File: config.mk
export PLATFORM = sky130hd
export DESIGN_NAME = kli_div
export DESIGN_NICKNAME = d
export VERILOG_FILES = /design/src/kli_pkg.sv /design/src/kli_div.sv
export SDC_FILE = /design/constraint.sdc
export NUM_CORES = 1
export LEC_CHECK = 0
export ABC_AREA = 1
export BUFFER_PORTS_ARGS = -buffer_cell sky130_fd_sc_hd__buf_2
export CAP_MARGIN = 10
export CORE_AREA = 2 2 108 110
export CTS_BUF_LIST = sky130_fd_sc_hd__clkbuf_8
export CTS_CLUSTER_DIAMETER = 30
export DETAILED_ROUTE_END_ITERATION = 12
export DIE_AREA = 0 0 110 112
export GPL_ROUTABILITY_DRIVEN = 0
export MAX_ROUTING_LAYER = met4
export PLACE_DENSITY = 0.87
export SLEW_MARGIN = 10
export SYNTH_ARGS = -nofsm -noshare
export SYNTH_HDL_FRONTEND = slang
export SYNTH_SLANG_ARGS = --single-unit
File: constraint.sdc
create_clock -name i_clk -period 4.7 [get_ports i_clk]
set_input_delay 0.94 -clock i_clk [delete_from_list [all_inputs] [get_ports i_clk]]
set_output_delay 0.94 -clock i_clk [all_outputs]
set_load 0.05 [all_outputs]
File: src/kli_pkg.sv
// kli_pkg: shared constants for the keyframe interpolator
`timescale 1ns / 1ps

package kli_pkg;

    // input command codes
    localparam logic [1:0] CMD_WR_POS = 2'd0;
    localparam logic [1:0] CMD_WR_VAL = 2'd1;
    localparam logic [1:0] CMD_EVAL   = 2'd2;

    // configuration register indexes
    localparam logic [1:0] CFG_ENABLED    = 2'd0;
    localparam logic [1:0] CFG_KEY_COUNT  = 2'd1;
    localparam logic [1:0] CFG_PROP_COUNT = 2'd2;

    localparam int CFG_INDEX_W = 2;
    localparam int CFG_DATA_W  = 5;

    // blend fraction, 0..65536 inclusive
    localparam int FRAC_W = 17;
    localparam int DATA_W = 32;

endpackage

File: src/kli_div.sv
// kli_div: restoring divider for the blend fraction, one quotient bit per cycle
`timescale 1ns / 1ps

module kli_div (
    input  logic                        i_clk,
    input  logic                        i_rst_n,
    input  logic                        i_start,
    input  logic [kli_pkg::DATA_W-1:0]  i_num,
    input  logic [kli_pkg::DATA_W-1:0]  i_den,
    output logic                        o_done,
    output logic [kli_pkg::FRAC_W-1:0]  o_quot
);
    import kli_pkg::*;

    localparam int CW = $clog2(FRAC_W);

    logic              r_busy;
    logic              r_done;
    logic [CW-1:0]     r_cnt;
    logic [DATA_W:0]   r_rem;
    logic [DATA_W-1:0] r_den;
    logic [FRAC_W-1:0] r_quot;
    logic              r_den_zero;

    logic              w_ge;
    logic [DATA_W:0]   w_rem_sub;

    // num never exceeds den, so the first step yields the integer bit
    assign w_ge      = r_rem >= {1'b0, r_den};
    assign w_rem_sub = w_ge ? (r_rem - {1'b0, r_den}) : r_rem;

    always_ff @(posedge i_clk) begin
        if (!i_rst_n) begin
            r_busy <= 1'b0;
            r_done <= 1'b0;
        end else begin
            r_done <= 1'b0;
            if (i_start) begin
                r_busy     <= 1'b1;
                r_cnt      <= CW'(FRAC_W - 1);
                r_rem      <= {1'b0, i_num};
                r_den      <= i_den;
                r_den_zero <= (i_den == '0);
            end else if (r_busy) begin
                r_quot <= {r_quot[FRAC_W-2:0], w_ge};
                if (r_cnt == '0) begin
                    r_busy <= 1'b0;
                    r_done <= 1'b1;
                end else begin
                    r_cnt <= r_cnt - 1'b1;
                    r_rem <= {w_rem_sub[DATA_W-1:0], 1'b0};
                end
            end
        end
    end

    assign o_done = r_done;
    assign o_quot = r_den_zero ? '0 : r_quot;

endmodule

=== After elaboration in Yosys (flattened, before gate mapping) ===
Cells that the tools add are included.
W data, S select, Z words.

* Add/subtract/negate cells: 2
* Multipliers: 0
* Div/mod/pow operators: 0
* Magnitude comparators: 1
* Equality and inequality tests: 1
* Shifts and indexed selects: 0
* Muxes and demuxes: 11
* Bitwise operators: 3
* Reduce and logical (&&, ||, !) cells: 7

{| class="wikitable"
|+ Operators by type and width
! cell !! count
|-
| $mux W33 || 2
|-
| $mux W32 || 2
|-
| $ge A33 B32 Y1 || 1
|-
| $logic_not A32 Y1 || 1
|-
| $sub A32 B32 Y32 || 1
|-
| $mux W17 || 1
|-
| $mux W5 || 2
|-
| $reduce_and A3 Y1 || 2
|-
| $logic_not A5 Y1 || 1
|-
| $sub A5 B1 Y5 const B || 1
|-
| $mux W1 || 4
|-
| $not A1 Y1 || 3
|-
| $reduce_or A3 Y1 || 1
|-
| $ne A2 B2 Y1 const B || 1
|-
| $reduce_and A2 Y1 || 1
|-
| $reduce_bool A2 Y1 || 1
|}

* Register bits after elaboration: 90
* Latch bits: 0
* Memory bits (writable): 0
* Bits in read-only memories: 0
* Input port bits: 67
* Output and inout bits: 18
* Word-level logic and storage cells: 33
* Memories kept: 0

=== Longest topological paths before layout ===
* Word-level depth: 5
* Mapped depth: 17
* Depth with buffers taken out: 16

=== Worst setup path before layout ===
OpenSTA, ideal clock, no wires.

* Kind: input -> register
* Start point: input i_rst_n
* End point: register r_cnt[0] (enable)
* Arrival time: 3.882 ns
* Data required time: 4.209 ns
* Slack: 0.327 ns
* Stages on the path: 2
* Path buffers: 0
* Cells stage by stage: inv_1 > o31ai_1

* Longest elaborated chain between the ends: 1

{| class="wikitable"
|+ Ends and longest elaborated chain
! item !! RTL line !! text
|-
| from (decl) || kli_div.sv:6 || <nowiki>input logic i_rst_n,</nowiki>
|-
| $reduce_and A3 Y1 (no source line) || - ||
|-
| to (signal assigned) || kli_div.sv:40 || <nowiki>r_cnt <= CW'(FRAC_W - 1);</nowiki>
|-
| to (signal assigned) || kli_div.sv:50 || <nowiki>r_cnt <= r_cnt - 1'b1;</nowiki>
|-
| to (decl) || kli_div.sv:19 || <nowiki>logic [CW-1:0] r_cnt;</nowiki>
|}

No other way between the ends.
A chain may end at the register's enable or synchronous reset.

=== Final worst setup path ===
* Start point: register r_rem[28]
* End point: register r_rem[32], data pin

* Longest elaborated chain between the ends: 4
* Elaborated cells between the ends (all ways): 5

{| class="wikitable"
|+ Ends and longest elaborated chain
! item !! RTL line !! text
|-
| from (decl) || kli_div.sv:20 || <nowiki>logic [DATA_W:0] r_rem;</nowiki>
|-
| from (signal assigned) || kli_div.sv:41 || <nowiki>r_rem <= {1'b0, i_num};</nowiki>
|-
| from (signal assigned) || kli_div.sv:51 || <nowiki>r_rem <= {w_rem_sub[DATA_W-1:0], 1'b0};</nowiki>
|-
| $sub A32 B32 Y32 or $ge A33 B32 Y1 (tied branches) || kli_div.sv:30, kli_div.sv:29 ||
|-
| $mux W32 * || kli_div.sv:30 || <nowiki>assign w_rem_sub = w_ge ? (r_rem - {1'b0, r_den}) : r_rem;</nowiki>
|-
| $mux W33 * || kli_div.sv:46 || <nowiki>if (r_cnt == '0) begin</nowiki>
|-
| $mux W33 * || kli_div.sv:44 || <nowiki>end else if (r_busy) begin</nowiki>
|}

Every way passes the cells marked *; elsewhere a longest branch is shown, timed or not. The select of a mux whose other input is x is not followed.

==> insert_results.sql <==
INSERT INTO impl_metrics (metric_group, metric, value, unit) VALUES
('route', 'route.final.wire_length', '16200', 'um'),
('sta', 'setup_violations', '0', ''),
('grt', 'grt_pass1_wl', '27220', 'um'),
('clocking', 'htree_levels', '3', ''),
('worst_setup_path', 'setup.worst_path.end_class', 'register', ''),
('grt', 'number_of_global_route_vias_before_repair', '5826', ''),
('power', 'internal-power', '1.654', 'mW'),
('finish', 'finalNetCount', '1090', ''),
('synth', 'synthCells', '910', ''),
('finish', 'area_growth_syn_to_layout', '11.72', '%'),
('power', 'combPwrFrac', '35.8', '%'),
('sta', 'max-slew-margin-rel', '27.43', '%'),
('power', 'switching_pwr', '0.9330', 'mW'),
('synth', 'top_reg_cell_synth', 'sky130_fd_sc_hd__edfxtp_1', ''),
('synth', 'synthesis.area', '6600', 'um^2'),
('floorplanning', 'fp.dieH', '112', 'um'),
('worst_setup_path', 'setup.worst_path.start', 'r_rem[28]', ''),
('clocking', 'cts_hold_buf', '0', ''),
('clocking', 'ctsLongestPathBuffers', '2', ''),
('power', 'p_sw_share', '36.07', '%'),
('clocking', 'post_cts_buffers', '0', ''),
('worst_setup_path', 'critPathRequiredTime', '4830', 'ps'),
('route', 'viasPerCell', '5.303', ''),
('min_path', 'hold_path.class', 'reg2reg', ''),
('grt', 'grt_antenna_before_repair', '0', ''),
('min_path', 'timing.hold.worst.start', 'r_quot[2]', ''),
('route', 'wire_per_inst', '14.24', 'um'),
('finish', 'storage_element_area', '2683', 'um^2'),
('finish', 'multi_input_comb_area', '3127', 'um^2'),
('floorplanning', 'initial_utilization', '59.06', '%'),
('synth', 'synth_warnings', '0', ''),
('grt', 'grt_start_max_net_pins', '39', ''),
('clocking', 'cts_repair_resize_count', '0', ''),
('synth', 'yosys.cell_types.count', '34', ''),
('worst_setup_path', 'r2r-start', 'r_rem[28]', ''),
('power', 'clock_power_share', '25.2', '%'),
('outcome', 'outcome', 'finished clean', ''),
('floorplanning', 'io_pins', '85', ''),
('sta', 'top_achievable_clock_speed', '0.3728', 'GHz'),
('clocking', 'worst_setup_hold_path_clk_slew', '90', 'ps'),
('synth', 'synth_seq_cells', '90', ''),
('route', 'num_vias', '6030', ''),
('sta', 'tightest_slew', '1087', 'ps'),
('route', 'detailedRoute.firstIterationViolations', '521', ''),
('placed_design', 'dp_hpwl', '12130', 'um'),
('finish', 'insertedDiodeCount', '0', ''),
('worst_setup_path', 'crit_path_start_kind', 'register', ''),
('route', 'post-route-drc-count', '0', ''),
('grt', 'globalRouteTotalUtil', '29.10', '%'),
('clocking', 'clock-sinks', '90', ''),
('finish', 'leading_cell_types_in_the_layout_fill_and_taps_excluded', 'sky130_fd_sc_hd__nand2_1, sky130_fd_sc_hd__inv_1, sky130_fd_sc_hd__edfxtp_1, sky130_fd_sc_hd__buf_2', ''),
('synth', 'synth_sequential_area_ratio', '40.64', '%'),
('finish', 'fin_area', '7373', 'um^2'),
('route', 'drt.antenna.violating_nets', '0', ''),
('worst_setup_path', 'worstSetupPathType', 'reg2reg', ''),
('floorplanning', 'die_outline_area', '12320', 'um^2'),
('worst_setup_path', 'critPathMaxFanout', '34', ''),
('floorplanning', 'core', '11170', 'um^2'),
('sta', 'finalSetupTns', '0', 'ps'),
('finish', 'drive_above_1_share', '13.38', '%'),
('sta', 'final_min_period_over_clock_period', '57.07', '%'),
('synth', 'synth_edf_count', '88', ''),
('finish', 'fill_cells', '940', ''),
('power', 'power.static_leakage', '3.912', 'nW'),
('finish', 'final_common_cell', 'sky130_fd_sc_hd__nand2_1', ''),
('sta', 'slew_viol_final', '0', ''),
('power', 'power_frac_seq', '38.9', '%'),
('power', 'power.density', '350.8', 'nW/um^2'),
('clocking', 'clock_insertion_delay_worst_skew', '370', 'ps'),
('clocking', 'cts_tree', 'yes', ''),
('sta', 'timing.clock.skew', '7.689', 'ps');
[critical path, stage by stage, from the launching register on]
cell and delay [ps]:
sky130_fd_sc_hd__edfxtp_1 420, sky130_fd_sc_hd__ha_1 370, sky130_fd_sc_hd__a21oi_1 280, sky130_fd_sc_hd__nand2_1 90, sky130_fd_sc_hd__a21oi_1 190, sky130_fd_sc_hd__nand2_2 120
sky130_fd_sc_hd__nor2_8 430, sky130_fd_sc_hd__nand2_8 250, sky130_fd_sc_hd__o21ai_1 190, sky130_fd_sc_hd__nor2_1 70
[metrics by stage]
stage | hold slack [ps] | std cells | util, % | power, mW
3_3_place_gp | 441.8 | 1121 | 63.71 | 1.901
6_report | 467.5 | 1137 | 65.98 | 2.586
4_1_cts | 469.8 | 1137 | 65.93 | 2.574
5_1_grt | 487.7 | 1137 | 65.98 | 2.753
3_5_place_dp | 438.7 | 1121 | 63.71 | 1.922
2_1_floorplan | 426.4 | 910 | - | 1.724
[per-layer routing]
metal | wire length [um] | GRT usage (%)
met1 | 6985 | 38.05
met2 | 7519 | 45.64
met3 | 1206 | 4.684
met4 | 486 | 10.38
met5 | 0 | -
[cells by family (layout without fill, tap and decap cells)]
group	count (synthesis)	after routing	share of synthesized area, %
AO/OA/AOI/OAI	30	30	2.559
XOR/XNOR	14	14	1.858
adder cells (fa/ha/maj)	34	34	6.559
buffers and inverters	204	288	12.36
flip-flops	90	90	40.64
AND/OR/NAND/NOR	538	538	36.02
[cell usage after synthesis, drive strengths merged (2+ instances only)]
cell    instances  share of area [%]
a21oi          22                1.7
buf            12                1.4
clkbuf          7               0.40
clkinv          3               0.17
dfxtp           2               0.61
edfxtp         88                 40
ha             33                6.3
inv           182                 10
nand2         337                 20
nand3          72                5.9
nand3b         26                3.0
nand4          12                1.1
nor2           75                4.8
nor3            4               0.30
nor4            9               0.85
o21ai           2               0.15
o21bai          4               0.45
o31ai           2               0.23
or2             2               0.19
xnor2          13                1.7
[worst paths after layout]
| path | depth (start not counted) | slack, ps | to |
|---|---|---|---|
| max reg2reg | 9 | 2020 | r_rem[32] |
| max | 9 | 2020 | r_rem[32] |
| min reg2reg | 0 | 470 | r_quot[3] |
| min | 0 | 470 | r_quot[3] |
[power by group through the flow]
stage	Clock [mW]	Sequential (mW)	Combinational, mW
floorplan	0	1.01	0.710
global placement	0	1.02	0.880
detailed placement	0	1.02	0.898
CTS	0.659	1.01	0.909
global route	0.694	1.01	1.04
finish	0.653	1.01	0.926
[registers in the layout, summed over array words and instances, names as in the netlist]
register    flops
r_busy          1
r_cnt           5
r_quot         17
r_rem          33
o_done          1
r_den          32
r_den_zero      1
[area by class of cell]
| class | instances | share of cell area (%) |
|---|---|---|
| multi-input combinational | 616 | 42.41 |
| sequential | 90 | 36.38 |
| inverter | 185 | 9.418 |
| timing repair buffer | 87 | 6.007 |
| tap | 143 | 2.427 |
| clock buffer | 9 | 1.680 |
| clock inverter | 7 | 1.680 |
(Power assumes the default switching activity.)
